`config.mk`:
```
export PLATFORM = sky130hd
export DESIGN_NAME = pfc_queue
export DESIGN_NICKNAME = d
export VERILOG_FILES = /design/src/rtl/pfc_pkg.sv /design/src/rtl/pfc_queue.sv
export SDC_FILE = /design/constraint.sdc
export NUM_CORES = 1
export LEC_CHECK = 0
export ABC_AREA = 1
export BUFFER_PORTS_ARGS = -buffer_cell sky130_fd_sc_hd__buf_2
export CAP_MARGIN = 15
export CORE_AREA = 2 2 349 351
export DETAILED_ROUTE_END_ITERATION = 8
export DIE_AREA = 0 0 351 353
export SYNTH_ARGS = -nofsm -noshare
export SYNTH_HDL_FRONTEND = slang
export SYNTH_SLANG_ARGS = --single-unit
```
`constraint.sdc`:
```
create_clock -name clk -period 21.9 [get_ports clk]
set_input_delay 4.38 -clock clk [delete_from_list [all_inputs] [get_ports clk]]
set_output_delay 4.38 -clock clk [all_outputs]
set_load 0.02 [all_outputs]
```
`src/rtl/pfc_pkg.sv`:
```
// Shared types, register codes and constants of the pose fall classifier.
`timescale 1ns / 1ps
`default_nettype none
package pfc_pkg;

    localparam int COORD_MAX_W = 16;
    localparam int JOINTS      = 8;
    localparam int QUEUE_DEPTH = 2;
    localparam int ANG_STEPS   = 20;
    localparam int SCALE_SH    = 20;
    localparam int ZW          = 29;
    localparam int TAB_W       = 25;

    // keypoint numbers that are kept
    localparam int KP_L_SHOULDER = 5;
    localparam int KP_R_SHOULDER = 6;
    localparam int KP_L_HIP      = 11;
    localparam int KP_R_HIP      = 12;
    localparam int KP_L_KNEE     = 13;
    localparam int KP_R_KNEE     = 14;
    localparam int KP_L_ANKLE    = 15;
    localparam int KP_R_ANKLE    = 16;

    // slots of the joint store
    localparam int SL_SH0 = 0;
    localparam int SL_SH1 = 1;
    localparam int SL_HP0 = 2;
    localparam int SL_HP1 = 3;
    localparam int SL_KN0 = 4;
    localparam int SL_KN1 = 5;
    localparam int SL_AN0 = 6;
    localparam int SL_AN1 = 7;

    localparam logic [15:0] RST_CONF_THR  = 16'd32768;
    localparam logic [15:0] RST_ASPECT    = 16'd256;
    localparam logic [10:0] RST_KH_MIN    = 11'd450;
    localparam logic [10:0] RST_KH_MAX    = 11'd900;
    localparam logic [10:0] RST_TRUNK     = 11'd1200;
    localparam logic [10:0] RST_LEG       = 11'd1200;

    localparam logic signed [ZW-1:0] Z_ZERO = '0;
    localparam logic signed [ZW-1:0] Z_90   = ZW'(900 * 65536);
    localparam logic signed [ZW-1:0] Z_180  = ZW'(1800 * 65536);

    // atan(2^-i) in tenths of a degree, 16 fraction bits
    localparam logic [TAB_W-1:0] ATAN_TAB [ANG_STEPS] = '{
        25'd29491200, 25'd17409672, 25'd9198793, 25'd4669451, 25'd2343786,
        25'd1173036,  25'd586661,   25'd293348,  25'd146676,  25'd73339,
        25'd36669,    25'd18335,    25'd9167,    25'd4584,    25'd2292,
        25'd1146,     25'd573,      25'd286,     25'd143,     25'd72
    };

    typedef enum logic [2:0] {
        CFG_CONF_THR = 3'd0,
        CFG_ASPECT   = 3'd1,
        CFG_KH_MIN   = 3'd2,
        CFG_KH_MAX   = 3'd3,
        CFG_TRUNK    = 3'd4,
        CFG_LEG      = 3'd5
    } cfg_index_t;

    typedef enum logic [2:0] {
        RULE_NONE     = 3'd0,
        RULE_ANKLE    = 3'd1,
        RULE_KNEE     = 3'd2,
        RULE_ASPECT   = 3'd3,
        RULE_KNEE_HIP = 3'd4,
        RULE_TRUNK    = 3'd5
    } rule_t;

    typedef enum logic [2:0] {
        BK_IDLE,
        BK_PREP,
        BK_MUL_A,
        BK_MUL_B,
        BK_ANG_GO,
        BK_ANG_WAIT,
        BK_DECIDE
    } back_state_t;

    typedef struct packed {
        logic [15:0] conf_thr;
        logic [15:0] aspect_lim;
        logic [10:0] kh_min;
        logic [10:0] kh_max;
        logic [10:0] trunk_lim;
        logic [10:0] leg_lim;
    } cfg_t;

    typedef struct packed {
        logic signed [COORD_MAX_W-1:0] x;
        logic signed [COORD_MAX_W-1:0] y;
        logic [15:0]                   conf;
    } joint_t;

    typedef struct packed {
        joint_t [JOINTS-1:0]           joint;
        logic signed [COORD_MAX_W-1:0] bx_min;
        logic signed [COORD_MAX_W-1:0] bx_max;
        logic signed [COORD_MAX_W-1:0] by_min;
        logic signed [COORD_MAX_W-1:0] by_max;
    } job_t;

endpackage
`default_nettype wire

```
`src/rtl/pfc_queue.sv`:
```
// Short job queue between the front and back parts.
`timescale 1ns / 1ps
`default_nettype none
module pfc_queue import pfc_pkg::*; (
    input  wire logic clk,
    input  wire logic rst_n,
    input  wire logic push,
    input  wire job_t push_job,
    input  wire logic pop,
    output logic      full,
    output logic      valid,
    output job_t      head
);

    localparam int PW = $clog2(QUEUE_DEPTH);
    localparam int CW = $clog2(QUEUE_DEPTH + 1);

    job_t          mem_reg [QUEUE_DEPTH];
    logic [PW-1:0] wr_ptr_reg, rd_ptr_reg;
    logic [CW-1:0] count_reg;

    assign full  = count_reg == CW'(QUEUE_DEPTH);
    assign valid = count_reg != '0;
    assign head  = mem_reg[rd_ptr_reg];

    always_ff @(posedge clk)
    begin
        if (push)
        begin
            mem_reg[wr_ptr_reg] <= push_job;
        end
    end

    always_ff @(posedge clk or negedge rst_n)
    begin
        if (!rst_n)
        begin
            wr_ptr_reg <= '0;
            rd_ptr_reg <= '0;
            count_reg  <= '0;
        end
        else
        begin
            if (push)
            begin
                wr_ptr_reg <= (wr_ptr_reg == PW'(QUEUE_DEPTH - 1)) ? '0 : wr_ptr_reg + PW'(1);
            end
            if (pop)
            begin
                rd_ptr_reg <= (rd_ptr_reg == PW'(QUEUE_DEPTH - 1)) ? '0 : rd_ptr_reg + PW'(1);
            end
            count_reg <= count_reg + CW'(push) - CW'(pop);
        end
    end

endmodule
`default_nettype wire

```
==> results of run 1 <==
-- metal layers --
layer | vias up | routed length (µm) | global-route usage [%]
met5 | - | 143 | 0
met4 | 22 | 2190 | 5.17
met3 | 152 | 9150 | 5.69
met2 | 742 | 41900 | 22.2
met1 | 9549 | 32400 | 14.8
li1 | 9891 | - | -
-- critical path, cell delays in order (launching register included) --
cell	delay, ns
dfrtp_4	0.69
buf_4	0.74
buf_4	0.85
buf_4	0.98
o21ai_0	0.37
buf_2	0.25
-- logic make-up after synthesis --
family,after synthesis,share of synthesized area [%]
AOI/OAI and AO/OA,448,6.79
adders and majority gates,2,0.0745
xor gates and xnor gates,2,0.0522
DFF,900,80.4
buffers and inverters,555,7.45
and+or+nand+nor,458,5.20
-- cells in the mapped netlist, drive strengths merged --
cell type	n
buf	58
nor2	2
inv	455
dfrtp	4
ha	2
nand2	455
o21ai	448
edfxtp	896
xor2	2
nand3	1
clkbuf	42
-- final timing paths --
kind                       startpoint         endpoint  slack (ns)
hold / removal             wr_ptr_reg       wr_ptr_reg        0.56
setup / recovery           rd_ptr_reg        head[273]       12.74
setup reg to reg           wr_ptr_reg  mem_reg[0][173]       17.45
max in group asynchronous       rst_n       rd_ptr_reg       18.26
hold reg to reg            wr_ptr_reg       wr_ptr_reg        0.56
min in group asynchronous       rst_n       wr_ptr_reg        3.50
-- per-stage QoR --
stage / cell area (µm²) / instances
floorplan: 33600 / 2365
global placement: 39500 / 4813
detailed placement: 39500 / 4813
CTS: 42500 / 4984
global route: 42500 / 4997
finish: 42500 / 5004
-- power by group --
group / switching [mW] / internal, mW / total, mW
registers: 0.0756 / 2.29 / 2.36
logic: 1.48 / 0.509 / 1.99
clock network: 0.647 / 0.857 / 1.50
total: 2.21 / 3.65 / 5.86
-- area by class of cell --
class | instances | area (µm²)
Tap cell | 1625 | 2030
Fill cell | 11800 | 78100
Timing Repair Buffer | 923 | 4710
Clock inverter | 55 | 457
Sequential cell | 900 | 27000
Inverter | 455 | 1720
Multi-Input combinational cell | 910 | 4080
Clock buffer | 116 | 2460
Antenna cell | 20 | 50.0
-- placed cells by master (no fill, tap or decap), types with 19 or more instances in the layout --
cell type  netlist  final
buf_4            1     19
nand2_1        445    445
clkbuf_1        41     21
clkbuf_16        0     95
diode_2          0     20
clkinv_2         0     19
edfxtp_1       896    896
o21ai_0        278    277
inv_1          455    454
clkinv_1         0     22
buf_2            8    901
o21ai_1        160    161
==> results.yml, run 1 <==
sta:
  hold_slack_ns: 0.558
  fin_tns_setup_ns: 0
  fmax_ghz: 0.109
  post-route-period-util_pct: 41.8
  drv_slew: 0
  tightest_slew_ns: 1.19
  setup_viol: 0
  fin_crit_ns: 9.16
  max_slew_margin_pct: 20.4
  rsz0062_at_grt: "false"
  skew_ns: 0.0141
  fin_ws_ns: 12.74
  hold_viol: 0
logic_synthesis:
  seq_area_frac_synth_pct: 80.4
  yosys.area.top_type_share_pct: 80.1
  avgSynthCellArea_um2: 14.2
  mappedNetlistNets: 2819
  yosys.area.top_type: "edfxtp_1"
  ys_ff_latch: 900
  synth_warnings: 0
  synth_area_leaders: "edfxtp_1 80%, inv_1 5.1%, nand2_1 5.0%, o21ai_0 4.1%, o21ai_1 2.4%"
  synth_area_um2: 33600
  synthCells: 2365
  synthDistinctLibCells: 19
power_and_ir_drop:
  ir_drop_mv: 0.0945
  p_leak_nw: 17.7
  finalPower_mw: 5.86
  p_per_area_nw_per_um2: 138
job:
  cap_violations: 0
cts:
  path_clk_slew_ns: 0.06
  cts_setup_buffers: 0
  root_buffer: "clkbuf_16"
  cts_resized: 0
  cts_hold_buf: 0
  cts_max_level: 3
  cts_tree: "yes"
  clk_path_buf_depth: 3
  numClockSinks: 900
  cts-buffers-inserted: 93
  clk_latency_ns: 0.68
hold_path:
  hp-class: "reg -> reg"
  holdPathStages: 1
floorplan:
  core_um2: 121000
  die_y_um: 353
  dieArea_um2: 124000
  rows: 128
  start_util_pct: 27.8
  ios: 902
  die_x_um: 351
detailed_routing:
  via_count: 20400
  drt-initial-drc-count: 1356
  drt_pass1_iterations: 5
  routedWlPerCell_um: 17.1
  ant_nets: 0
  via_per_inst: 4.07
  drt_wl_total_mm: 85.8
  drc_errors: 0
grt:
  grt_overflow_total: 0
  grt_pass1_wl_mm: 121
  grt_max_degree: 230
  grt_usage_pct: 13.2
  grt_antenna_before_repair: 39
  grt_pass1_vias: 19400
worst_setup_path:
  crit_type: "reg -> out"
  end_kind: "output port"
  critPathRequiredTime_ns: 17.52
  worst_setup_path_start_kind: "register"
  worst-path-max-fanout: 121
  reg2reg_depth: 4
  cp_data_arrival_time_ns: 4.78
finish:
  syn_to_final_growth_pct: 26.6
  post-route-util_pct: 35.2
  finalNetCount: 3737
  largest_reg_flops: 896
  drive_gt1_share_pct: 32.0
placement:
  hpwl_mm: 60.9
  dpl_worst_slack_ns: 13.31
  port_buffers: 901
  place.gp.congestion: 0.803
outcome:
  outcome: "finished, final reports clean"
(Power assumes the default switching activity.)
==> inputs of run 2 (changes only) <==
- ABC_AREA: 1 -> 0
- CORE_AREA: 2 2 349 351 -> 2 2 355 357
- DIE_AREA: 0 0 351 353 -> 0 0 357 359
- clock period: 21.9 -> 7.8 ns (I/O delays scaled with it)
==> run 2 against run 1 <==
First-iteration DRC count decreased by 29%. Setup slack got worse by 9.7 ns. Critical path depth decreased by 2.
==> results.yml, run 2 <==
cts:
  clk_path_buf_depth: 3
  clk_latency_ns: 0.69
  cts_tree: "yes"
  cts_max_level: 3
  cts_setup_buffers: 0
  cts_resized: 0
  root_buffer: "clkbuf_16"
  numClockSinks: 900
  cts_hold_buf: 0
  cts-buffers-inserted: 94
  path_clk_slew_ns: 0.06
floorplan:
  core_um2: 125000
  ios: 902
  dieArea_um2: 128000
  start_util_pct: 26.2
  die_y_um: 359
  rows: 130
  die_x_um: 357
logic_synthesis:
  seq_area_frac_synth_pct: 82.6
  synth_area_leaders: "edfxtp_1 82%, mux2_2 15%, buf_6 1.6%, dfrtp_1 0.31%, ha_1 0.077%"
  synth_most_common_cell: "edfxtp_1"
  mappedNetlistNets: 1863
  synth-main-ff-cell: "edfxtp_1"
  synth-edff-count: 896
  ys_top_cells_by_count: "896 x edfxtp_1, 448 x mux2_2, 47 x buf_6, 4 x dfrtp_1, 3 x buf_2"
  synth_warnings: 0
  avgSynthCellArea_um2: 23.2
  ys_ff_latch: 900
  synth_area_um2: 32700
  synthCells: 1409
  yosys.area.top_type_share_pct: 82.3
  yosys.area.top_type: "edfxtp_1"
  async_flop_share_pct: 0.444
  synthDistinctLibCells: 12
sta:
  fmax_ghz: 0.212
  post-route-period-util_pct: 60.5
  fin_ws_ns: 3.08
  fin_crit_ns: 4.72
  drv_slew: 0
  hold_viol: 0
  setup_viol: 0
  tightest_slew_ns: 1.07
  skew_ns: 0.0266
  max_slew_margin_pct: 28.8
  rsz0062_at_grt: "false"
job:
  cap_violations: 0
detailed_routing:
  via_count: 16900
  drc_errors: 0
  via_per_inst: 4.10
  routedWlPerCell_um: 19.9
  drt-initial-drc-count: 965
  drt_pass1_iterations: 5
  drt_wl_total_mm: 82.0
  ant_nets: 0
grt:
  grt_overflow_total: 0
  grt_pass1_wl_mm: 114
  grt_usage_pct: 12.2
  grt_antenna_before_repair: 32
  grt_pass1_vias: 17100
  grt_max_degree: 151
worst_setup_path:
  rrSetupSlack_ns: 5.24
  critPathRequiredTime_ns: 6.24
  end_kind: "output port"
  cp_data_arrival_time_ns: 3.16
  crit_type: "reg -> out"
  worst_setup_path_start_kind: "register"
  worst-path-max-fanout: 150
placement:
  port_buffers: 901
  dpl_worst_slack_ns: 3.79
  hpwl_mm: 58.0
  placed_cell_area_um2: 39000
  place.gp.congestion: 0.806
  dp_cells: 3933
power_and_ir_drop:
  seqPwrFrac_pct: 41.3
  p_comb_share_pct: 31.6
  p_int_mw: 10.8
  p_per_area_nw_per_um2: 382
  finalPower_mw: 16.1
  ir_drop_mv: 0.228
  power.switching_mw: 5.29
  p_leak_nw: 15.4
  clkPwrFrac_pct: 27.1
  swShare_pct: 32.9
finish:
  final_area_um2: 42100
  final_common_cell: "buf_2"
  finalNetCount: 2833
  largest_reg_flops: 896
  post-route-util_pct: 33.8
  drive_gt1_share_pct: 61.4
  fin_cells: 4125
  fillers: 12100
  syn_to_final_growth_pct: 28.7
  final_cell_mix: "901 x buf_2, 896 x edfxtp_1, 448 x mux2_2"
outcome:
  outcome: "finished, final reports clean"
hold_path:
  hp-class: "reg -> reg"
-- run 2: logic make-up after synthesis --
group         after synthesis  share of synthesized area, %
flops                     900                          82.6
mux                       448                          15.4
xor+xnor                    3                         0.126
fa+ha+maj                   2                        0.0765
buf+inv                    52                          1.69
simple gates                4                        0.0766
-- run 2: per-stage QoR --
stage | setup TNS (ns) | hold WS [ns]
after floorplan | -396.60 | 0.506
after global placement | 0 | 0.534
after detailed placement | 0 | 0.541
after CTS | 0 | 0.553
after global routing | 0 | 0.573
final | 0 | 0.551
-- run 2: layer usage --
layer	track usage (%)	vias up	wire, µm
met5	0	-	122
met4	4.97	18	2270
met3	5.94	145	9340
met2	20.3	694	40000
met1	13.1	8394	30200
li1	-	7649	-
-- run 2: path summary, 6_finish.rpt --
check	startpoint	end	cells after the start
worst max-delay path	rd_ptr_reg	head[190]	3
worst min-delay path	wr_ptr_reg	wr_ptr_reg	1
worst max register to register	wr_ptr_reg	mem_reg[0][195]	3
worst min register to register	wr_ptr_reg	wr_ptr_reg	1
max in group asynchronous	rst_n	rd_ptr_reg	1
min in group asynchronous	rst_n	count_reg[1]	1
-- run 2: power groups by stage --
stage | Sequential, mW | Combinational (mW) | Clock [mW]
floorplan | 6.87 | 3.57 | 0
global placement | 6.71 | 5.19 | 0
detailed placement | 6.75 | 5.18 | 0
CTS | 6.65 | 5.20 | 4.50
global route | 6.72 | 5.43 | 4.68
finish | 6.64 | 5.09 | 4.36
-- run 2: worst max-delay path, cell delays in order, from the launching register on --
cell and delay (ns):
dfrtp_4 0.92, buf_12 0.58, mux2_2 0.44, buf_2 0.17
-- run 2: cell type report --
class                           instances  area [µm²]  area share, %
Sequential cell                       900       27000           64.2
Multi-Input combinational cell        457        5150           12.2
Timing Repair Buffer                  924        4780           11.4
Clock buffer                          111        2460           5.84
Tap cell                             1650        2060           4.91
Clock inverter                         62         556           1.32
Antenna cell                           19        47.5          0.113
Inverter                                2        7.51         0.0178
==> inputs of run 3 (changes only) <==
- clock period: 7.8 -> 4 ns (I/O delays scaled with it)
==> run 3 against run 2 <==
Design area rose by 0.73%. Die area stayed put. Sequential power grew 94%. Final cell count is 0.41% higher. Global-route usage up 0.35 points. Register-to-register slack got worse by 3.2 ns. Clock power is 93% higher. Total power up 97%. Hold slack got worse by 0.25 ns. Sequential share of layout area shrank 0.47 points. Utilization up 0.25 points.
==> results.yml, run 3 (synthesis results as in run 2) <==
finish:
  fin_cells: 4142
  syn_to_final_growth_pct: 29.6
  post-route-util_pct: 34.0
  final_common_cell: "buf_2"
  final_area_um2: 42400
  drive_gt1_share_pct: 61.7
  final_cell_mix: "901 x buf_2, 896 x edfxtp_1, 448 x mux2_2"
  fillers: 12100
  largest_reg_flops: 896
  finalNetCount: 2861
hold_path:
  hp-class: "in -> reg"
sta:
  fin_ws_ns: 0.682
  max_slew_margin_pct: 55.4
  drv_slew: 0
  fin_crit_ns: 3.32
  hold_slack_ns: 0.302
  skew_ns: 0.0235
  fmax_ghz: 0.301
  hold_viol: 0
  rsz0062_at_grt: "false"
  fin_tns_setup_ns: 0
  tightest_slew_ns: 0.669
  setup_viol: 0
  post-route-period-util_pct: 82.9
grt:
  grt_max_degree: 94
  grt_pass1_wl_mm: 118
  grt_usage_pct: 12.5
  grt_pass1_vias: 17800
  grt_overflow_total: 0
  grt_antenna_before_repair: 24
floorplan:
  rows: 130
  dieArea_um2: 128000
  start_util_pct: 26.2
  core_um2: 125000
  die_y_um: 359
  ios: 902
  die_x_um: 357
placement:
  dp_cells: 3959
  placed_cell_area_um2: 39300
  hpwl_mm: 61.9
  dpl_worst_slack_ns: 1.39
  port_buffers: 901
  place.gp.congestion: 0.816
cts:
  numClockSinks: 900
  cts_max_level: 3
  cts_tree: "yes"
  clk_path_buf_depth: 3
  cts_resized: 0
  root_buffer: "clkbuf_16"
  path_clk_slew_ns: 0.06
  clk_latency_ns: 0.67
  cts-buffers-inserted: 95
worst_setup_path:
  end_kind: "output port"
  critPathRequiredTime_ns: 3.20
  rrSetupSlack_ns: 2.05
  worst_setup_path_start_kind: "register"
  worst-path-max-fanout: 93
  cp_data_arrival_time_ns: 2.52
  reg2reg_depth: 3
  setup.worst_path.end: "head[438]"
  r2r-end: "mem_reg[1][39]"
  cp-startpoint: "rd_ptr_reg"
  crit_type: "reg -> out"
  worstReg2RegStart: "wr_ptr_reg"
detailed_routing:
  drt_pass1_iterations: 6
  ant_nets: 0
  drt_wl_total_mm: 84.0
  via_count: 17100
  routedWlPerCell_um: 20.3
  drc_errors: 0
  via_per_inst: 4.12
  drt-initial-drc-count: 986
outcome:
  outcome: "finished, final reports clean"
power_and_ir_drop:
  p_leak_nw: 15.6
  ir_drop_mv: 0.491
  finalPower_mw: 31.6
  p_per_area_nw_per_um2: 746
job:
  cap_violations: 0
-- run 3: changes by cell type in the layout (fill, tap and decap cells not counted), sizes merged, moves of 2 or more --
cell	change
buf	+26
clkbuf	+8
clkinv	-4
diode	-10
inv	-2
-- run 3: worst min-delay path by stage --
stage	start	cells past startpoint	endpoint
after floorplan	rst_n	0	count_reg[0]
after global placement	wr_ptr_reg	1	wr_ptr_reg
after detailed placement	wr_ptr_reg	1	wr_ptr_reg
after CTS	push_job[93]	1	mem_reg[1][93]
after global routing	push_job[49]	1	mem_reg[0][49]
final	push_job[50]	1	mem_reg[0][50]
-- run 3: cell type report --
type / count / area [µm²] / share of cell area, %
multi-input cells: 457 / 5150 / 12.1
clock buffers: 119 / 2510 / 5.92
repair buffers: 951 / 5120 / 12.1
diodes: 9 / 22.5 / 0.0531
well taps: 1650 / 2060 / 4.87
clock inverters: 54 / 495 / 1.17
flip-flops and latches: 900 / 27000 / 63.7
inverters: 2 / 7.51 / 0.0177
-- run 3: what timing repair did --
item / CTS / global route
hold buffers: 1 / 0
hold endpoints to repair: 4 / 0
buffers inserted: 0 / 0
setup endpoints to repair: 0 / 0
-- run 3: routing by layer --
layer	wire, µm	vias to the layer above	track usage, %
met1	30800	8567	13.5
met3	8920	127	5.61
met5	70	-	0
met2	42300	687	21.8
met4	1870	10	3.93
li1	-	7683	-
-- run 3: worst max-delay path, cell delays in order (launching register included) --
cell     delay [ns]
dfrtp_4        0.64
buf_12         0.37
mux2_2         0.43
buf_2          0.16
-- run 3: power by group --
| group | total [mW] | switching [mW] | internal (mW) | leakage (nW) |
|---|---|---|---|---|
| Combinational | 10.3 | 6.40 | 3.90 | 5.69 |
| Sequential | 12.9 | 0.406 | 12.5 | 8.45 |
| Clock | 8.43 | 3.58 | 4.86 | 1.46 |
| Total | 31.6 | 10.4 | 21.2 | 15.6 |
