--- config.mk ---
export PLATFORM = sky130hd
export DESIGN_NAME = pfc_back
export DESIGN_NICKNAME = d
export VERILOG_FILES = /design/src/rtl/pfc_pkg.sv /design/src/rtl/pfc_cordic.sv /design/src/rtl/pfc_back.sv
export SDC_FILE = /design/constraint.sdc
export NUM_CORES = 2
export LEC_CHECK = 0
export BUFFER_PORTS_ARGS = -buffer_cell sky130_fd_sc_hd__buf_2
export CORE_MARGIN = 2
export CORE_UTILIZATION = 60
export CTS_BUF_LIST = sky130_fd_sc_hd__clkbuf_8
export DETAILED_ROUTE_END_ITERATION = 16
export PLACE_DENSITY = 0.84
export SETUP_SLACK_MARGIN = 0.2
export SYNTH_ARGS = -nofsm -noshare
export SYNTH_HDL_FRONTEND = slang
export SYNTH_HIERARCHICAL = 1
export SYNTH_SLANG_ARGS = --single-unit
--- constraint.sdc ---
create_clock -name clk -period 12.93 [get_ports clk]
set_input_delay 1.293 -clock clk [delete_from_list [all_inputs] [get_ports clk]]
set_output_delay 1.293 -clock clk [all_outputs]
set_load 0.005 [all_outputs]
--- src/rtl/pfc_pkg.sv ---
// Shared types, register codes and constants of the pose fall classifier.
`timescale 1ns / 1ps
`default_nettype none
package pfc_pkg;

    localparam int COORD_MAX_W = 16;
    localparam int JOINTS      = 8;
    localparam int QUEUE_DEPTH = 2;
    localparam int ANG_STEPS   = 20;
    localparam int SCALE_SH    = 20;
    localparam int ZW          = 29;
    localparam int TAB_W       = 25;

    // keypoint numbers that are kept
    localparam int KP_L_SHOULDER = 5;
    localparam int KP_R_SHOULDER = 6;
    localparam int KP_L_HIP      = 11;
    localparam int KP_R_HIP      = 12;
    localparam int KP_L_KNEE     = 13;
    localparam int KP_R_KNEE     = 14;
    localparam int KP_L_ANKLE    = 15;
    localparam int KP_R_ANKLE    = 16;

    // slots of the joint store
    localparam int SL_SH0 = 0;
    localparam int SL_SH1 = 1;
    localparam int SL_HP0 = 2;
    localparam int SL_HP1 = 3;
    localparam int SL_KN0 = 4;
    localparam int SL_KN1 = 5;
    localparam int SL_AN0 = 6;
    localparam int SL_AN1 = 7;

    localparam logic [15:0] RST_CONF_THR  = 16'd32768;
    localparam logic [15:0] RST_ASPECT    = 16'd256;
    localparam logic [10:0] RST_KH_MIN    = 11'd450;
    localparam logic [10:0] RST_KH_MAX    = 11'd900;
    localparam logic [10:0] RST_TRUNK     = 11'd1200;
    localparam logic [10:0] RST_LEG       = 11'd1200;

    localparam logic signed [ZW-1:0] Z_ZERO = '0;
    localparam logic signed [ZW-1:0] Z_90   = ZW'(900 * 65536);
    localparam logic signed [ZW-1:0] Z_180  = ZW'(1800 * 65536);

    // atan(2^-i) in tenths of a degree, 16 fraction bits
    localparam logic [TAB_W-1:0] ATAN_TAB [ANG_STEPS] = '{
        25'd29491200, 25'd17409672, 25'd9198793, 25'd4669451, 25'd2343786,
        25'd1173036,  25'd586661,   25'd293348,  25'd146676,  25'd73339,
        25'd36669,    25'd18335,    25'd9167,    25'd4584,    25'd2292,
        25'd1146,     25'd573,      25'd286,     25'd143,     25'd72
    };

    typedef enum logic [2:0] {
        CFG_CONF_THR = 3'd0,
        CFG_ASPECT   = 3'd1,
        CFG_KH_MIN   = 3'd2,
        CFG_KH_MAX   = 3'd3,
        CFG_TRUNK    = 3'd4,
        CFG_LEG      = 3'd5
    } cfg_index_t;

    typedef enum logic [2:0] {
        RULE_NONE     = 3'd0,
        RULE_ANKLE    = 3'd1,
        RULE_KNEE     = 3'd2,
        RULE_ASPECT   = 3'd3,
        RULE_KNEE_HIP = 3'd4,
        RULE_TRUNK    = 3'd5
    } rule_t;

    typedef enum logic [2:0] {
        BK_IDLE,
        BK_PREP,
        BK_MUL_A,
        BK_MUL_B,
        BK_ANG_GO,
        BK_ANG_WAIT,
        BK_DECIDE
    } back_state_t;

    typedef struct packed {
        logic [15:0] conf_thr;
        logic [15:0] aspect_lim;
        logic [10:0] kh_min;
        logic [10:0] kh_max;
        logic [10:0] trunk_lim;
        logic [10:0] leg_lim;
    } cfg_t;

    typedef struct packed {
        logic signed [COORD_MAX_W-1:0] x;
        logic signed [COORD_MAX_W-1:0] y;
        logic [15:0]                   conf;
    } joint_t;

    typedef struct packed {
        joint_t [JOINTS-1:0]           joint;
        logic signed [COORD_MAX_W-1:0] bx_min;
        logic signed [COORD_MAX_W-1:0] bx_max;
        logic signed [COORD_MAX_W-1:0] by_min;
        logic signed [COORD_MAX_W-1:0] by_max;
    } job_t;

endpackage
`default_nettype wire

--- src/rtl/pfc_cordic.sv ---
// Iterative CORDIC vectoring unit: one step a cycle, angle in tenths of a degree.
`timescale 1ns / 1ps
`default_nettype none
module pfc_cordic import pfc_pkg::*; #(
    parameter int PW = 27
) (
    input  wire logic                 clk,
    input  wire logic                 rst_n,
    input  wire logic                 go,
    input  wire logic signed [PW-1:0] x0,
    input  wire logic signed [PW-1:0] y0,
    output logic                      done,
    output logic signed [ZW-1:0]      z
);

    localparam int AW = PW + SCALE_SH + 2;
    localparam int NW = $clog2(ANG_STEPS);

    logic signed [AW-1:0] x_reg, y_reg, xs, ys;
    logic signed [ZW-1:0] z_reg;
    logic [NW-1:0]        cnt_reg;
    logic                 run_reg, done_reg;
    logic signed [ZW-1:0] t;

    assign done = done_reg;
    assign z    = z_reg;
    assign xs   = x_reg >>> cnt_reg;
    assign ys   = y_reg >>> cnt_reg;
    assign t    = ZW'($signed({1'b0, ATAN_TAB[cnt_reg]}));

    always_ff @(posedge clk)
    begin
        if (go)
        begin
            if (y0 == '0)
            begin
                z_reg <= x0[PW-1] ? Z_180 : Z_ZERO;
            end
            else if (x0 == '0)
            begin
                z_reg <= Z_90;
            end
            else if (x0[PW-1])
            begin
                // turn by a quarter so the vector starts in the right half plane
                x_reg <= AW'(y0) <<< SCALE_SH;
                y_reg <= -(AW'(x0) <<< SCALE_SH);
                z_reg <= Z_90;
            end
            else
            begin
                x_reg <= AW'(x0) <<< SCALE_SH;
                y_reg <= AW'(y0) <<< SCALE_SH;
                z_reg <= Z_ZERO;
            end
        end
        else if (run_reg)
        begin
            if (!y_reg[AW-1])
            begin
                x_reg <= x_reg + ys;
                y_reg <= y_reg - xs;
                z_reg <= z_reg + t;
            end
            else
            begin
                x_reg <= x_reg - ys;
                y_reg <= y_reg + xs;
                z_reg <= z_reg - t;
            end
        end
    end

    always_ff @(posedge clk or negedge rst_n)
    begin
        if (!rst_n)
        begin
            run_reg  <= 1'b0;
            done_reg <= 1'b0;
            cnt_reg  <= '0;
        end
        else
        begin
            done_reg <= 1'b0;
            if (go)
            begin
                cnt_reg <= '0;
                if (y0 == '0 || x0 == '0)
                begin
                    done_reg <= 1'b1;
                end
                else
                begin
                    run_reg <= 1'b1;
                end
            end
            else if (run_reg)
            begin
                if (cnt_reg == NW'(ANG_STEPS - 1))
                begin
                    run_reg  <= 1'b0;
                    done_reg <= 1'b1;
                end
                else
                begin
                    cnt_reg <= cnt_reg + NW'(1);
                end
            end
        end
    end

endmodule
`default_nettype wire

--- src/rtl/pfc_back.sv ---
// Back part: tests the five rules for the job at the head of the queue.
`timescale 1ns / 1ps
`default_nettype none
module pfc_back import pfc_pkg::*; #(
    parameter int COORD_FRAC_BITS = 4
) (
    input  wire logic  clk,
    input  wire logic  rst_n,
    input  wire cfg_t  cfg,
    input  wire logic  q_valid,
    input  wire job_t  head,
    output logic       pop,
    output logic       done,
    output logic       fall_detected,
    output logic [2:0] fired_rule
);

    localparam int CW = COORD_MAX_W - COORD_FRAC_BITS;
    localparam int DW = CW + 1;
    localparam int MW = 2 * DW;
    localparam int PW = MW + 1;

    back_state_t state_reg, state_next;
    logic [1:0]  ai_reg, ai_next;

    logic signed [CW-1:0] jx [JOINTS];
    logic signed [CW-1:0] jy [JOINTS];
    logic [JOINTS-1:0]    ok;

    logic signed [CW-1:0] chx, chy, csx, csy, ckx, cky, cax, cay, smin, smax, kmin, amid;
    logic signed [CW:0]   bw, bh;
    logic [CW+16:0]       w_sc, h_sc;
    logic                 r1, r2, r3;
    logic signed [DW-1:0] d1x, d1y, d2x, d2y, v1x, v1y, v2x, v2y, v4x, v4y;

    logic r1_reg, r2_reg, r3_reg, en4_reg, en5_reg;
    logic signed [DW-1:0] d1x_reg, d1y_reg, d2x_reg, d2y_reg;
    logic signed [DW-1:0] v1x_reg, v1y_reg, v2x_reg, v2y_reg, v3x_reg, v3y_reg;
    logic signed [DW-1:0] v4x_reg, v4y_reg;
    logic signed [DW-1:0] ax, ay, bx, by;
    logic signed [MW-1:0] p1_reg, p2_reg, p3_reg, p4_reg;
    logic signed [ZW-1:0] z_reg [4];

    logic                 cor_go, cor_done;
    logic signed [PW-1:0] cor_x, cor_y, dot, crs;
    logic signed [ZW-1:0] cor_z, zmn, zmx;

    logic       done_reg, fall_reg;
    logic [2:0] rule_reg;
    rule_t      rule;

    assign done          = done_reg;
    assign fall_detected = fall_reg;
    assign fired_rule    = rule_reg;

    // midpoint, truncated toward zero
    function automatic logic signed [CW-1:0] mid2(input logic signed [CW-1:0] a,
                                                  input logic signed [CW-1:0] b);
        logic signed [CW:0] s;
        logic signed [CW:0] u;
        s = $signed({a[CW-1], a}) + $signed({b[CW-1], b});
        u = s + $signed({{CW{1'b0}}, s[CW]});
        u = u >>> 1;
        return u[CW-1:0];
    endfunction

    function automatic logic signed [ZW-1:0] lim(input logic [10:0] t);
        return $signed({2'b00, t, 16'h0000});
    endfunction

    always_comb
    begin
        for (int s = 0; s < JOINTS; s++)
        begin
            jx[s] = head.joint[s].x[CW-1:0];
            jy[s] = head.joint[s].y[CW-1:0];
            ok[s] = head.joint[s].conf > cfg.conf_thr;
        end
        chx  = mid2(jx[SL_HP0], jx[SL_HP1]);
        chy  = mid2(jy[SL_HP0], jy[SL_HP1]);
        csx  = mid2(jx[SL_SH0], jx[SL_SH1]);
        csy  = mid2(jy[SL_SH0], jy[SL_SH1]);
        ckx  = mid2(jx[SL_KN0], jx[SL_KN1]);
        cky  = mid2(jy[SL_KN0], jy[SL_KN1]);
        cax  = mid2(jx[SL_AN0], jx[SL_AN1]);
        cay  = mid2(jy[SL_AN0], jy[SL_AN1]);
        amid = cay;
        smin = (jy[SL_SH0] < jy[SL_SH1]) ? jy[SL_SH0] : jy[SL_SH1];
        smax = (jy[SL_SH0] > jy[SL_SH1]) ? jy[SL_SH0] : jy[SL_SH1];
        kmin = (jy[SL_KN0] < jy[SL_KN1]) ? jy[SL_KN0] : jy[SL_KN1];

        r1 = ok[SL_SH0] & ok[SL_SH1] & ok[SL_AN0] & ok[SL_AN1] & (smin >= amid);
        r2 = ok[SL_SH0] & ok[SL_SH1] & ok[SL_KN0] & ok[SL_KN1] & (smax > kmin);

        bw   = $signed({head.bx_max[CW-1], head.bx_max[CW-1:0]})
             - $signed({head.bx_min[CW-1], head.bx_min[CW-1:0]});
        bh   = $signed({head.by_max[CW-1], head.by_max[CW-1:0]})
             - $signed({head.by_min[CW-1], head.by_min[CW-1:0]});
        w_sc = {8'h00, bw[CW:0], 8'h00};
        h_sc = (CW+17)'(cfg.aspect_lim) * (CW+17)'(bh[CW:0]);
        r3   = (bw > 0) & (bh > 0) & (w_sc > h_sc);

        d1x = DW'(jx[SL_KN0]) - DW'(chx);
        d1y = DW'(jy[SL_KN0]) - DW'(chy);
        d2x = DW'(jx[SL_KN1]) - DW'(chx);
        d2y = DW'(jy[SL_KN1]) - DW'(chy);
        v1x = DW'(csx) - DW'(chx);
        v1y = DW'(csy) - DW'(chy);
        v2x = DW'(ckx) - DW'(chx);
        v2y = DW'(cky) - DW'(chy);
        v4x = DW'(cax) - DW'(ckx);
        v4y = DW'(cay) - DW'(cky);
    end

    // CORDIC operands: a knee vector from the hip centre, or products for the angle between two vectors
    always_comb
    begin
        if (ai_reg == 2'd2)
        begin
            ax = v1x_reg;
            ay = v1y_reg;
            bx = v2x_reg;
            by = v2y_reg;
        end
        else
        begin
            ax = v3x_reg;
            ay = v3y_reg;
            bx = v4x_reg;
            by = v4y_reg;
        end
        dot = PW'(p1_reg) + PW'(p2_reg);
        crs = PW'(p3_reg) - PW'(p4_reg);
        case (ai_reg)
            2'd0:
            begin
                cor_x = PW'(d1x_reg);
                cor_y = d1y_reg[DW-1] ? -PW'(d1y_reg) : PW'(d1y_reg);
            end
            2'd1:
            begin
                cor_x = PW'(d2x_reg);
                cor_y = d2y_reg[DW-1] ? -PW'(d2y_reg) : PW'(d2y_reg);
            end
            default:
            begin
                cor_x = dot;
                cor_y = crs[PW-1] ? -crs : crs;
            end
        endcase
    end

    always_comb
    begin
        zmn  = (z_reg[0] < z_reg[1]) ? z_reg[0] : z_reg[1];
        zmx  = (z_reg[0] < z_reg[1]) ? z_reg[1] : z_reg[0];
        rule = RULE_NONE;
        if (r1_reg)
            rule = RULE_ANKLE;
        else if (r2_reg)
            rule = RULE_KNEE;
        else if (r3_reg)
            rule = RULE_ASPECT;
        else if (en4_reg && zmn < lim(cfg.kh_min) && zmx < lim(cfg.kh_max))
            rule = RULE_KNEE_HIP;
        else if (en5_reg && z_reg[2] < lim(cfg.trunk_lim) && z_reg[3] < lim(cfg.leg_lim))
            rule = RULE_TRUNK;
    end

    always_comb
    begin
        state_next = state_reg;
        ai_next    = ai_reg;
        cor_go     = 1'b0;
        pop        = 1'b0;
        unique case (state_reg)
            BK_IDLE:
            begin
                if (q_valid)
                begin
                    state_next = BK_PREP;
                end
            end
            BK_PREP:
            begin
                ai_next    = 2'd0;
                state_next = BK_ANG_GO;
            end
            BK_MUL_A:
            begin
                state_next = BK_MUL_B;
            end
            BK_MUL_B:
            begin
                state_next = BK_ANG_GO;
            end
            BK_ANG_GO:
            begin
                cor_go     = 1'b1;
                state_next = BK_ANG_WAIT;
            end
            BK_ANG_WAIT:
            begin
                if (cor_done)
                begin
                    if (ai_reg == 2'd3)
                    begin
                        state_next = BK_DECIDE;
                    end
                    else
                    begin
                        ai_next    = ai_reg + 2'd1;
                        state_next = (ai_reg >= 2'd1) ? BK_MUL_A : BK_ANG_GO;
                    end
                end
            end
            BK_DECIDE:
            begin
                pop        = 1'b1;
                state_next = BK_IDLE;
            end
            default:
            begin
                state_next = BK_IDLE;
            end
        endcase
    end

    always_ff @(posedge clk)
    begin
        if (state_reg == BK_PREP)
        begin
            r1_reg  <= r1;
            r2_reg  <= r2;
            r3_reg  <= r3;
            en4_reg <= ok[SL_KN0] & ok[SL_KN1] & ok[SL_HP0] & ok[SL_HP1]
                     & ((d1x != '0) | (d1y != '0)) & ((d2x != '0) | (d2y != '0));
            en5_reg <= (&ok) & ((v1x != '0) | (v1y != '0))
                     & ((v2x != '0) | (v2y != '0)) & ((v4x != '0) | (v4y != '0));
            d1x_reg <= d1x;
            d1y_reg <= d1y;
            d2x_reg <= d2x;
            d2y_reg <= d2y;
            v1x_reg <= v1x;
            v1y_reg <= v1y;
            v2x_reg <= v2x;
            v2y_reg <= v2y;
            v3x_reg <= -v2x;
            v3y_reg <= -v2y;
            v4x_reg <= v4x;
            v4y_reg <= v4y;
        end
        if (state_reg == BK_MUL_A)
        begin
            p1_reg <= ax * bx;
            p2_reg <= ay * by;
        end
        if (state_reg == BK_MUL_B)
        begin
            p3_reg <= ax * by;
            p4_reg <= ay * bx;
        end
        if (state_reg == BK_ANG_WAIT && cor_done)
        begin
            z_reg[ai_reg] <= cor_z;
        end
        if (state_reg == BK_DECIDE)
        begin
            fall_reg <= rule != RULE_NONE;
            rule_reg <= rule;
        end
    end

    always_ff @(posedge clk or negedge rst_n)
    begin
        if (!rst_n)
        begin
            state_reg <= BK_IDLE;
            ai_reg    <= 2'd0;
            done_reg  <= 1'b0;
        end
        else
        begin
            state_reg <= state_next;
            ai_reg    <= ai_next;
            done_reg  <= state_reg == BK_DECIDE;
        end
    end

    pfc_cordic #(
        .PW (PW)
    ) u_cordic (
        .clk   (clk),
        .rst_n (rst_n),
        .go    (cor_go),
        .x0    (cor_x),
        .y0    (cor_y),
        .done  (cor_done),
        .z     (cor_z)
    );

endmodule
`default_nettype wire

==> impl.org <==
** Run status
- Status :: finished, violations left
- Failing checks :: capacitance limit, slew limit

** Cells and area
- Max reg flops :: 84
- Signed area change from the synthesized netlist to the final layout :: 6.98%
- Final cell count without fillers :: 12200
- Final standard cell utilization of the core :: 64.5%
- Commonest non-fill, non-tap cell in the layout :: sky130_fd_sc_hd__inv_1
- The top cell types in the final layout, fill and taps aside, are 1206 x sky130_fd_sc_hd__inv_1, 1050 x sky130_fd_sc_hd__ha_1, 950 x sky130_fd_sc_hd__nand2_1, 827 x sky130_fd_sc_hd__fa_1, 806 x sky130_fd_sc_hd__nor2_1.
- Cells with a size suffix above 1 make up 10.6% of the layout.
- Net count, final :: 12600

** Place
- Detailed placement finished with a half-perimeter wire length of 243 mm.
- GP Congestion :: 1.03
- Cell total after placement :: 12000
- Number of buffers added on ports :: 452

** Global routing
- GR Overflow Total :: 0
- The initial antenna violation count is 40.
- The number of global-route vias before repair came to 79300.
- First-pass GRT wire length :: 462 mm
- For this run, the total global-route usage over all layers was measured as 39.9%.
- Entering global routing, the biggest net connects 160 pins.

** Floorplan
- After floorplanning, the core was divided into 141 placement rows.
- The floorplan step defined a die boundary enclosing 151000 um^2.
- In this run the count of I/O pins placed on the die edge is 533.
- The die is 389 um tall.
- Die span in x :: 389 um
- Initial standard-cell utilization of the core :: 60.3%
- Core box area :: 147000 um^2

** Clock network
- The cell sitting at the root of the clock tree is a sky130_fd_sc_hd__clkbuf_8.
- In this run, post-CTS repair resized a total of 0 instances.
- Clock tree synthesis inserted a total of 90 buffers.
- CTS built an H-tree with a depth of 3.
- Number of post-CTS setup repair buffers :: 0
- The clock passes through at most 3 buffers.
- The clock reaches the later pin of the worst-skew pair after 0.86 ns.
- CTS tree :: yes
- The clock net in this run drives a total of 491 sinks.
- Clock slew at reported path FFs :: 0.08 ns
- After clock tree synthesis, the flow added hold-fix buffers numbering 0.

** Detailed routing
- Mean number of vias per cell :: 6.40
- Wire length reported by the detailed router :: 304 mm
- Detail Route Antenna Nets :: 0
- DRT Pass-1 Iters :: 6
- Residual DRC count :: 0
- Dividing the detail-routed wire length by the instance count gives 24.9 um.
- Summing over every cut layer, the via total after detailed routing is 78200.
- For this block, the initial DRC count from the detailed router was 7717.

** Timing
- Setup repair after global routing left no endpoint under its margin.
- Clk_skew :: 0.134 ns
- The number of failing hold endpoints at the final stage is 0.
- Final slew viol count :: 11
- Slew margin rel. :: -2.49%
- Adding up every negative setup slack in the final design gives 0 ns.
- Worst-margin pin slew :: 1.51 ns
- Final hold slack :: 0.361 ns
- Upper clock frequency limit :: 99.2 MHz
- Period utilization :: 78.0%
- Setup violations remaining at the end of the flow were counted as 0.
- Time the final worst path needs with I/O delays and setup :: 10.08 ns

** Synthesis
- Register bit count reported by yosys :: 491
- Sequential fraction of the synthesis area :: 16.5%
- Mean instance size in the synthesized netlist :: 8.99 um^2
- Commonest register cell after synthesis :: sky130_fd_sc_hd__edfxtp_1
- Synthesized instance count :: 9891
- Yosys printed 6 warnings.
- Cell accounting for the most synthesized area :: sky130_fd_sc_hd__fa_1
- The synthesized netlist contains 103 unique library cells.
- The number of nets in the synthesized netlist is 12300.
- Of the post-synthesis cell area, the dominant cell type holds 18.6%.
- Share of flip-flops with an asynchronous set or reset after synthesis :: 2.65%
- By area the synthesized netlist is led by sky130_fd_sc_hd__fa_1 19%, sky130_fd_sc_hd__edfxtp_1 16%, sky130_fd_sc_hd__ha_1 15%.
- The cell area that synthesis handed to floorplanning was 88900 um^2.
- Number of synthesized flops with an enable pin :: 478

** Critical path
- Required time reported for the critical path endpoint :: 13.48 ns
- Kind of critical path :: in -> reg
- In this run the worst path has a maximum fanout of 17.
- Top cell by count, worst path :: sky130_fd_sc_hd__fa_1
- Worst setup path startpoint :: head[0]
- Startpoint type of the worst setup path :: input pin
- Slowest CP cell :: sky130_fd_sc_hd__fa_1
- Critical path capture point type :: flop
- For this run, the slowest stage of the critical path takes 0.59 ns.
- Data on the critical path arrives at its endpoint at 10.64 ns.
- The worst register-to-register path has a depth of 23.
- The startpoint identified for the worst register-to-register timing path is ai_reg[0].

** Hold path
- The min-delay analysis places its worst path in the category in -> async.

** Run
- Max-cap violations in this run came to 2.
metrics by stage:
stage                     setup slack [ns]  cell area (um^2)
after floorplan                       3.01             88900
after global placement                2.19             93200
after detailed placement              2.11             93200
after CTS                             2.89             95100
after global routing                  2.26             95100
final                                 2.85             95100
critical path, delay by kind of cell:
kind	cells	cell delay [ns]
XOR/XNOR	1	0.15
adder cells (fa/ha/maj)	9	3.86
AND/OR/NAND/NOR	11	2.57
AO/OA/AOI/OAI	11	2.46
buffers and inverters	5	0.27
worst paths after layout:
path	end	slack (ns)
worst min register to register	z_reg[1][0]	0.44
worst min-delay path	u_cordic/cnt_reg[3]	0.36
max in group asynchronous	u_cordic/cnt_reg[1]	12.29
min in group clk	z_reg[1][0]	0.44
worst max register to register	p4_reg[24]	3.27
worst max-delay path	r3_reg	2.85
layer usage:
layer | vias to the layer above | wire length (um) | GRT usage, % | share of wire (%)
li1 | 34900 | - | - | -
met1 | 38000 | 114000 | 48.6 | 37
met2 | 4100 | 137000 | 63.5 | 45
met3 | 1167 | 28700 | 8.54 | 9.5
met4 | 26 | 24200 | 27.2 | 7.9
met5 | - | 175 | 0 | 0.058
final cells by class:
type	count	area, um^2
Multi-Input combinational cell	7855	68600
Antenna cell	30	75.1
Clock buffer	95	1310
Clock inverter	69	537
Inverter	1195	4490
Fill cell	12100	52400
Timing Repair Buffer	552	3050
Sequential cell	491	14700
Tap cell	1930	2410
cell families after synthesis:
| kind of cell | Yosys count | share of synthesized area [%] |
|---|---|---|
| simple gates | 2789 | 14.7 |
| mux | 461 | 6.87 |
| buf+inv | 1545 | 6.67 |
| xor+xnor | 731 | 7.20 |
| compound gates | 1996 | 14.7 |
| fa+ha+maj | 1878 | 33.4 |
| flops | 491 | 16.5 |
cell usage after synthesis (all sizes together) (18+ instances only):
| cell type | instances |
|---|---|
| inv | 1191 |
| ha | 1051 |
| nand2 | 950 |
| fa | 827 |
| nor2 | 807 |
| a21oi | 532 |
| edfxtp | 478 |
| xnor2 | 453 |
| o21ai | 409 |
| xor2 | 278 |
| clkbuf | 238 |
| a21o | 218 |
| mux2i | 196 |
| mux2 | 162 |
| nor3 | 147 |
| nor2b | 132 |
| nand2b | 118 |
| buf | 112 |
| and2 | 111 |
| nand3 | 107 |
| mux4 | 103 |
| o21a | 98 |
| nand4 | 76 |
| o211ai | 69 |
| o21bai | 69 |
| a211oi | 68 |
| a31oi | 68 |
| and3 | 66 |
| nor4 | 58 |
| a22oi | 55 |
| o31ai | 41 |
| or4 | 41 |
| or2 | 39 |
| o22ai | 37 |
| or3 | 35 |
| a21boi | 31 |
| nor3b | 28 |
| a2111oi | 22 |
| o221ai | 22 |
| o31a | 18 |
Power is not shown: default switching activity piles up to over one toggle a cycle in this logic, so the estimate is an artifact.
